## config.mk

```make
export PLATFORM = sky130hd
export DESIGN_NAME = stil_cell
export DESIGN_NICKNAME = d
export VERILOG_FILES = /design/src/hw/rtl/stil_pkg.sv /design/src/hw/rtl/stil_cell.sv
export SDC_FILE = /design/constraint.sdc
export NUM_CORES = 1
export LEC_CHECK = 0
export ABC_CLOCK_PERIOD_IN_PS = 3050
export BUFFER_PORTS_ARGS = -buffer_cell sky130_fd_sc_hd__buf_2
export CAP_MARGIN = 25
export CORE_ASPECT_RATIO = 0.6
export CORE_UTILIZATION = 40
export CTS_BUF_LIST = sky130_fd_sc_hd__clkbuf_16
export DETAILED_ROUTE_END_ITERATION = 12
export HOLD_SLACK_MARGIN = 0.03
export PLACE_DENSITY_LB_ADDON = 0.3
export SLEW_MARGIN = 5
export SYNTH_ARGS = -nofsm -noshare
export SYNTH_HDL_FRONTEND = slang
export SYNTH_SLANG_ARGS = --single-unit
export TNS_END_PERCENT = 1
```

## constraint.sdc

```tcl
create_clock -name clk -period 3.05 [get_ports clk]
set_input_delay 0.305 -clock clk [delete_from_list [all_inputs] [get_ports clk]]
set_output_delay 0.305 -clock clk [all_outputs]
set_load 0.01 [all_outputs]
```

## src/hw/rtl/stil_pkg.sv

```systemverilog
// Shared types and constants for the sorted table block.
`timescale 1ns / 1ps

package stil_pkg;

    localparam int VALUE_W = 32;
    localparam int POS_W   = 7;

    localparam logic MODE_INSERT = 1'b0;
    localparam logic MODE_LOOKUP = 1'b1;

    typedef enum logic [2:0] {
        S_IDLE,
        S_CMP,
        S_SEARCH,
        S_UPDATE
    } state_t;

    // per-cell control, driven by the sequencer each cycle
    typedef struct packed {
        logic cmp;    // capture compare flags against the request value
        logic shift;  // take the left neighbor's entry
        logic load;   // take the request value
    } cell_ctl_t;

endpackage

```

## src/hw/rtl/stil_cell.sv

```systemverilog
// One table cell: holds an entry, compares it, and shifts from its left neighbor.
`timescale 1ns / 1ps

module stil_cell
    import stil_pkg::*;
(
    input  logic               clk,
    input  logic               rst_n,
    input  cell_ctl_t          ctl,
    input  logic [VALUE_W-1:0] value,
    input  logic [VALUE_W-1:0] left_data,
    output logic [VALUE_W-1:0] data,
    output logic               gt,
    output logic               lt
);

    logic [VALUE_W-1:0] data_reg;
    logic               gt_reg;
    logic               lt_reg;

    // entry is payload only; contents are undefined until written
    always_ff @(posedge clk)
    begin
        if (ctl.load)
        begin
            data_reg <= value;
        end
        else if (ctl.shift)
        begin
            data_reg <= left_data;
        end
    end

    always_ff @(posedge clk or negedge rst_n)
    begin
        if (!rst_n)
        begin
            gt_reg <= 1'b0;
            lt_reg <= 1'b0;
        end
        else if (ctl.cmp)
        begin
            gt_reg <= (data_reg > value);
            lt_reg <= (data_reg < value);
        end
    end

    assign data = data_reg;
    assign gt   = gt_reg;
    assign lt   = lt_reg;

endmodule

```

==> results of run 1 <==
## cell families after synthesis
| kind of cell | share of synthesized area, % |
|---|---|
| compound gates | 7.97 |
| flops | 45.0 |
| simple gates | 6.80 |
| fa+ha+maj | 17.8 |
| mux | 16.0 |
| buf+inv | 6.35 |
## metrics by stage
step | std cells | setup WS (ns) | instance area, um^2
after CTS | 362 | 1.17 | 2970
after global routing | 362 | 1.05 | 2970
after detailed placement | 353 | 1.15 | 2830
final | 362 | 1.18 | 2970
after global placement | 353 | 1.16 | 2830
after floorplan | 188 | 1.28 | 2250
## repair_timing
item | in CTS | in global routing
setup buffers | 0 | 0
hold endpoints to repair | 2 | 0
hold buffers | 1 | 0
## worst max path at each step
| stage | to | slack, ns |
|---|---|---|
| final | lt$_DFFE_PN0P_ | 1.18 |
| after global routing | lt$_DFFE_PN0P_ | 1.05 |
| after CTS | lt$_DFFE_PN0P_ | 1.17 |
| after detailed placement | lt$_DFFE_PN0P_ | 1.15 |
| after global placement | data[2]$_DFFE_PP_ | 1.16 |
| after floorplan | lt$_DFFE_PN0P_ | 1.28 |
## cell type report
class	count	area, um^2	share of cell area, %
multi-input cells	117	1090	36.7
flip-flops and latches	34	1010	34.0
repair buffers	104	528	17.8
clock buffers	5	125	4.21
inverters	33	124	4.16
well taps	66	82.6	2.78
clock inverters	3	11.3	0.379
## report_power, final
part	switching [uW]	internal, uW
combinational	168	161
clock	177	293
sequential	31.5	575
total	376	1030
## cell usage after synthesis
| cell type | n |
|---|---|
| a21oi_1 | 13 |
| a221o_1 | 1 |
| a2111o_1 | 1 |
| o31ai_2 | 1 |
| edfxtp_1 | 32 |
| dfrtp_1 | 2 |
| a21boi_1 | 1 |
| buf_2 | 3 |
| nand2_1 | 5 |
| nor2_1 | 2 |
| nand4_1 | 5 |
| o21ai_1 | 1 |
| mux2_2 | 32 |
| nand4_2 | 1 |
| nand3_1 | 7 |
| or2_2 | 1 |
| inv_1 | 33 |
| a211oi_1 | 1 |
| nor2b_1 | 1 |
| a21o_1 | 3 |
| ha_1 | 32 |
| nor4_2 | 2 |
| o21ai_0 | 2 |
| clkbuf_1 | 1 |
| a22o_1 | 1 |
| o21bai_1 | 1 |
| a21boi_2 | 1 |
| nor3_1 | 2 |
## layout by cell type (no fill, tap or decap), drive strengths merged
master       count
or2              1
nor2b            1
a221o            1
inv             36
mux2            32
nand4            6
nor3             2
nor2             2
dlygate4sd3      1
a21o             3
a22o             1
dfrtp            2
ha              32
clkbuf           5
nand3            7
nand2            5
o21ai            3
nor4             2
a21oi           13
a2111o           1
edfxtp          32
a21boi           2
a211oi           1
o31ai            1
o21bai           1
buf            103
## routing by layer
layer	global-route usage, %	part of all wire, %	vias to the layer above
li1	-	-	904
met1	25.6	53	787
met2	29.4	40	69
met3	5.38	6.2	7
met4	5.12	1.0	0
met5	0	0	-
## worst register-to-register path, delay by kind of cell, from the launching register on
| kind | cells | cell delay [ns] |
|---|---|---|
| AOI/OAI and AO/OA | 3 | 0.52 |
| and+or+nand+nor | 2 | 0.48 |
| DFF | 1 | 0.41 |
| adders and majority gates | 1 | 0.35 |
==> results.toml, run 1 <==
[critical_path]
start_kind = "register"
r2r_end = "lt$_DFFE_PN0P_"
worstPathArrival_ns = 2.03
cpLargestDelayFamily = "compound AO/OA/AOI/OAI gates"
critical_path_class = "register to register"
crit_buf_inv = 0
startpoint = "data[14]$_DFFE_PP_"
crit_path_top_delay_cell = "edfxtp_1"
worst-path-stages = 6
end_kind = "register"
critPathMaxStageDelay_ns = 0.41
crit_path_max_fanout = 3
rrSetupSlack_ns = 1.18
cp.required_ns = 3.21
r2r_cells = 6
cp_cell_sequence = "ha_1 -> nand4_2 -> nor4_2 -> a21boi_2 -> o31ai_2 -> a22o_1"
timing.rr.start = "data[14]$_DFFE_PP_"

[timing]
maxSlewViolCount = 0
finalHoldViolations = 0
rsz0062_at_grt = "no"
finalSetupViolCount = 0
clock.fmax_mhz = 536
final.setup.tns_ns = 0
holdWs_ns = 0.330
period_minus_slack_ns = 1.87
clock_skew_ns = 0.00169
period_share_pct = 61.2
worst_pin_slew_ns = 0.789
slew_headroom_pct = 47.4

[floorplanning]
row_count = 20
initial_core_util_pct = 42.9
die_w_um = 98.7
core_mm2 = 0.00523
ios = 103
fp.dieArea_mm2 = 0.00593
dieHeight_um = 60.0

[cts]
clk_pin_slew_ns = 0.05
cts_sinks = 34
htree_levels = 2
cts_tree = "built"
root_buffer = "clkbuf_16"
clk_latency_ns = 0.27
cts-buffers-inserted = 5
ctsResizeCount = 0
cts_buffer_depth = 2

[synth]
netlist.top_cell.by_area = "edfxtp_1"
syn-mean-instance-area_um2 = 11.9
yosys.cell_types.count = 28
synth_top_cell_area_share_pct = 42.8
netlist_area_mm2 = 0.00225
synth_seq_area_share_pct = 45.0
synth.net_count = 289
synthCells = 188
ys_seq_elements = 34
yosys_warnings = 0
yosys-top-cells-area = "edfxtp_1, ha_1, mux2_2, inv_1, a21oi_1"

[global_routing]
grt_pass1_vias = 1756
grt_overflow = 0
grt_pass1_wl_um = 8200
grt_use_total_pct = 18.7
grt_max_degree = 33
antenna_found_initial = 0

[power_and_ir_drop]
p_leak_uw = 0.00149
peakVddDrop_v = 0.000254
report.power.total_uw = 1410
cellPowerDensity_mw_per_mm2 = 472

[cells_and_area]
area_growth_pct = 32.4
largest_register_ff_count = 32
num_antenna_cells = 0
utilization_pct = 56.9
nFillCells = 485
layout-drive-gt1-share_pct = 49.3
finalNetCount = 396

[drt]
drc_errors = 0
post_drt_via_cell_ratio = 4.88
ant_nets = 0
drt_iter0_drc = 40
wl_um = 5010
num_vias = 1767
first_pass_iters = 4
wl_per_cell_um = 13.8

[worst_hold_path]
hold_path.class = "input port to register"
whs_path_depth = 2
holdPathEnd = "data[19]$_DFFE_PP_"
hold_start = "left_data[19]"

[placement]
routabilityCongestion = 0.733
portBuffers = 102
place.detailed.hpwl_um = 4040

[job]
max_cap_violations = 0

[status]
outcome = "complete, no violations"
No activity file was read; power rests on OpenSTA's default activity.
==> inputs of run 2 (changes only) <==
Settings changed: ABC_CLOCK_PERIOD_IN_PS 3050 to 1700.
Clock period 3.05 ns to 1.7 ns, I/O delays scaled along.
==> run 2 against run 1 <==
Compared with the run above: total power is 86% higher; combinational power up 100%; routed wire length up 3.7%; sequential power rose by 80%; critical endpoint unchanged; sequential cell count did not move; largest cell class unchanged; global-route usage up 0.49 points; the run now ends with setup timing left; design area increased by 5.8%; clock power rose by 82%; critical path depth unchanged; die area unchanged.
==> results.toml, run 2 (synthesis gave the netlist of run 1 again) <==
[cts]
cts_sinks = 34
cts-buffers-inserted = 5
htree_levels = 2
root_buffer = "clkbuf_16"
clk_pin_slew_ns = 0.05
cts_tree = "built"
cts_buffer_depth = 2
cts_setup_buffers = 0
clk_latency_ns = 0.28

[timing]
rsz0062_at_grt = "yes"
slew_headroom_pct = 47.4
setup_ws_ns = -0.161
worst_pin_slew_ns = 0.789
clock.fmax_mhz = 537
period_minus_slack_ns = 1.86
finalSetupViolCount = 2
final.setup.tns_ns = -0.257
maxSlewViolCount = 0
finalHoldViolations = 0
period_share_pct = 109
clock_skew_ns = 0.00481

[cells_and_area]
layout-drive-gt1-share_pct = 53.1
layout_common_cells = "buf_2, inv_1, mux2_2, edfxtp_1, ha_1"
largest_register_ff_count = 32
utilization_pct = 60.2
area_growth_pct = 40.1
num_antenna_cells = 0
finalNetCount = 411
nFillCells = 466
finalInstanceArea_mm2 = 0.00315
mostFrequentLayoutCell = "buf_2"

[drt]
wl_um = 5190
first_pass_iters = 4
drt_iter0_drc = 36
post_drt_via_cell_ratio = 4.80
ant_nets = 0
num_vias = 1808
wl_per_cell_um = 13.8
drc_errors = 0

[critical_path]
critical_path_class = "register to register"
start_kind = "register"
end_kind = "register"
crit_path_max_fanout = 2
worstPathArrival_ns = 2.02
cp.required_ns = 1.86

[status]
violations = "setup timing"
outcome = "finished, violations left"

[worst_hold_path]
hold_path.class = "input port to register"

[global_routing]
antenna_found_initial = 0
grt_pass1_vias = 1845
grt_use_total_pct = 19.2
grt_overflow = 0
grt_max_degree = 33
grt_pass1_wl_um = 8480

[placement]
portBuffers = 102
place.detailed.hpwl_um = 4190
place_area_mm2 = 0.00297
routabilityCongestion = 0.707

[floorplanning]
dieHeight_um = 60.0
row_count = 20
initial_core_util_pct = 42.9
core_mm2 = 0.00523
ios = 103
fp.dieArea_mm2 = 0.00593
die_w_um = 98.7

[power_and_ir_drop]
p_leak_uw = 0.00158
cellPowerDensity_mw_per_mm2 = 830
peakVddDrop_v = 0.000404

[job]
max_cap_violations = 0
==> run 2: cell types whose count changed in the layout (fill, tap and decap cells not counted), moves of 3 or more <==
cell      change
buf_4        +15
clkinv_1      +3
ha_1          -3
ha_4          +3
inv_1         -3
==> run 2: routing by layer <==
layer  up-vias  part of all wire (%)  global-route usage, %
li1        937                     -                      -
met2        67                    41                   29.5
met4         0                   1.1                   5.76
met1       797                    51                   26.4
met5         -                     0                      0
met3         7                   6.7                   5.85
==> run 2: critical path, stage by stage, from the launching register on <==
cell      delay (ns)
edfxtp_1        0.43
ha_4            0.29
nand4_1         0.17
nor4_4          0.35
a21boi_2        0.24
o31ai_2         0.09
a22o_1          0.18
==> run 2: repair_timing <==
| action | CTS | global route |
|---|---|---|
| pin swaps | 0 | 2 |
| gates resized for setup | 3 | 1 |
| endpoints found under the setup margin | 2 | 2 |
| endpoints found under the hold margin | 2 | 0 |
| hold buffers | 1 | 0 |
==> run 2: where the power goes <==
group / switching, uW / leakage, uW / total [uW] / internal [uW]
combinational: 323 / 0.00116 / 668 / 345
clock: 330 / 0.0000663 / 857 / 527
sequential: 56.3 / 0.000349 / 1090 / 1030
total: 710 / 0.00158 / 2610 / 1900
==> run 2: stage by stage <==
stage | cells | power, uW | setup WS (ns) | hold WS, ns
after global placement | 368 | 1740 | -0.109 | -0.0426
after detailed placement | 368 | 1760 | -0.171 | -0.0415
final | 377 | 2610 | -0.161 | 0.191
after floorplan | 188 | 1440 | -0.000755 | -0.126
after CTS | 377 | 2640 | -0.164 | 0.187
after global routing | 377 | 2760 | -0.232 | 0.193
==> run 2: worst paths after layout <==
check | start | to | slack [ns] | cells past startpoint
worst max-delay path | data[11]$_DFFE_PP_ | lt$_DFFE_PN0P_ | -0.16 | 6
worst min-delay path | left_data[12] | data[12]$_DFFE_PP_ | 0.19 | 2
worst max register to register | data[11]$_DFFE_PP_ | lt$_DFFE_PN0P_ | -0.16 | 6
worst min register to register | lt$_DFFE_PN0P_ | lt$_DFFE_PN0P_ | 0.51 | 1
max in group asynchronous | rst_n | gt$_DFFE_PN0P_ | 1.37 | 2
min in group asynchronous | rst_n | lt$_DFFE_PN0P_ | 0.24 | 2
==> run 2: layout make-up <==
class / instances / area, um^2 / area share [%]
Clock inverter: 3 / 11.3 / 0.358
Timing Repair Buffer: 119 / 641 / 20.4
Clock buffer: 5 / 125 / 3.98
Sequential cell: 34 / 1010 / 32.1
Tap cell: 66 / 82.6 / 2.62
Multi-Input combinational cell: 117 / 1150 / 36.6
Inverter: 33 / 124 / 3.94
==> inputs of run 3 (changes only) <==
Settings changed: BUFFER_PORTS_ARGS -buffer_cell sky130_fd_sc_hd__buf_2 to -buffer_cell sky130_fd_sc_hd__buf_4.
==> run 3 against run 2 <==
Compared with the run above: the flow still finishes with violations (setup timing); routed wire length is 6.6% higher; worst setup slack improved by 0.047 ns; first-iteration DRC count is 44% higher; die area unchanged; total power is 7.0% higher; critical path depth unchanged; global-route usage grew 0.59 points; sequential power about the same; count of clock-buffer cells in the layout stayed put; combinational power is 26% higher; register-to-register slack improved by 0.05 ns; clock skew fell by 0.0024 ns; critical path type unchanged; critical endpoint unchanged; highest routed layer unchanged.
==> results.toml, run 3 (synthesis gave the netlist of run 1 again) <==
[status]
outcome = "finished, violations left"
violations = "setup timing"

[global_routing]
grt_use_total_pct = 19.8
grt_pass1_vias = 1887
grt_max_degree = 34
grt_pass1_wl_um = 8810
grt_overflow = 0
antenna_found_initial = 0

[drt]
ant_nets = 0
drc_errors = 0
post_drt_via_cell_ratio = 4.93
wl_um = 5530
wl_per_cell_um = 14.4
num_vias = 1895
drt_iter0_drc = 52
first_pass_iters = 6

[floorplanning]
dieHeight_um = 60.0
die_w_um = 98.7
core_mm2 = 0.00523
row_count = 20
ios = 103
initial_core_util_pct = 42.9
fp.dieArea_mm2 = 0.00593

[timing]
worst_pin_slew_ns = 0.439
period_share_pct = 107
setup_ws_ns = -0.115
maxSlewViolCount = 0
finalSetupViolCount = 2
period_minus_slack_ns = 1.81
clock_skew_ns = 0.00241
slew_headroom_pct = 70.7
clock.fmax_mhz = 551
rsz0062_at_grt = "yes"
finalHoldViolations = 0

[cells_and_area]
regArea_mm2 = 0.00101
layout-drive-gt1-share_pct = 56.9
finalInstanceArea_mm2 = 0.00355
layout_common_cells = "buf_4, inv_1, mux2_2, edfxtp_1, ha_1"
largest_register_ff_count = 32
num_antenna_cells = 0
nFillCells = 391
instances_no_fill = 384
area_growth_pct = 58.2
finalNetCount = 418
mostFrequentLayoutCell = "buf_4"
multi_input_area_mm2 = 0.00123

[cts]
root_buffer = "clkbuf_16"
htree_levels = 2
clk_pin_slew_ns = 0.05
cts_sinks = 34
cts_buffer_depth = 2
cts-buffers-inserted = 5
clk_latency_ns = 0.27
cts_tree = "built"

[critical_path]
critical_path_class = "register to register"
end_kind = "register"
cp.required_ns = 1.86
start_kind = "register"
worstPathArrival_ns = 1.97
crit_path_max_fanout = 3

[placement]
portBuffers = 102
place_area_mm2 = 0.00327
routabilityCongestion = 0.705
place_inst = 373
place.detailed.hpwl_um = 4170

[job]
max_cap_violations = 0

[worst_hold_path]
hold_path.class = "input port to register"

[power_and_ir_drop]
peakVddDrop_v = 0.000428
cellPowerDensity_mw_per_mm2 = 787
p_leak_uw = 0.00171
==> run 3: changes by cell type in the layout (fill, tap and decap cells not counted), sizes merged <==
cell,previous run,this run
buf,118,125
inv,33,34
clkinv,3,2
==> run 3: worst paths after layout <==
check                              startpoint                  to  slack (ns)  cells past startpoint
setup reg to reg           data[13]$_DFFE_PP_      lt$_DFFE_PN0P_       -0.11                      6
min in group asynchronous               rst_n      lt$_DFFE_PN0P_        0.23                      2
setup / recovery           data[13]$_DFFE_PP_      lt$_DFFE_PN0P_       -0.11                      6
hold / removal                  left_data[18]  data[18]$_DFFE_PP_        0.20                      2
max in group asynchronous               rst_n      gt$_DFFE_PN0P_        1.38                      2
hold reg to reg                lt$_DFFE_PN0P_      lt$_DFFE_PN0P_        0.52                      1
==> run 3: routing by layer <==
| layer | vias up | GRT usage, % | part of all wire (%) |
|---|---|---|---|
| met5 | - | 0 | 0 |
| met4 | 0 | 5.33 | 0.72 |
| met3 | 4 | 5.85 | 6.8 |
| met2 | 65 | 30.9 | 43 |
| met1 | 879 | 27.2 | 49 |
| li1 | 947 | - | - |
==> run 3: per-stage QoR <==
step	worst slack [ns]	TNS, ns	utilization (%)	hold slack [ns]	power (uW)
after global placement	-0.129	-0.188	62.5	-0.0460	1860
after floorplan	-0.000755	-0.000755	-	-0.126	1440
final	-0.115	-0.202	67.9	0.196	2800
after CTS	-0.116	-0.194	66.7	0.194	2770
after global routing	-0.213	-0.391	67.9	0.190	2940
after detailed placement	-0.178	-0.312	62.5	-0.0440	1870
==> run 3: critical path, cell delays in order, from the launching register on <==
cell and delay [ns]:
edfxtp_1 0.44, ha_4 0.31, nand4_4 0.12, nor4_4 0.29, a21boi_2 0.24, o31ai_2 0.10, a22o_1 0.20
==> run 3: what timing repair did <==
item / CTS / global route
endpoints found under the setup margin: 2 / 2
resized for setup: 8 / 7
hold endpoints to repair: 2 / 0
hold buffers: 1 / 0
setup buffers: 1 / 1
pin swaps: 2 / 7
cloned: 0 / 0
==> run 3: area by class of cell <==
cell class | count | area share (%)
Multi-Input combinational cell | 117 | 34.7
Timing Repair Buffer | 126 | 27.1
Sequential cell | 34 | 28.5
Tap cell | 66 | 2.32
Clock inverter | 3 | 0.352
Clock buffer | 5 | 3.52
Inverter | 33 | 3.49
==> run 3: power by group <==
part	total (uW)	internal, uW	switching [uW]	leakage (uW)
Clock	856	529	327	0.0000724
Combinational	842	490	352	0.00129
Sequential	1100	1030	66.4	0.000349
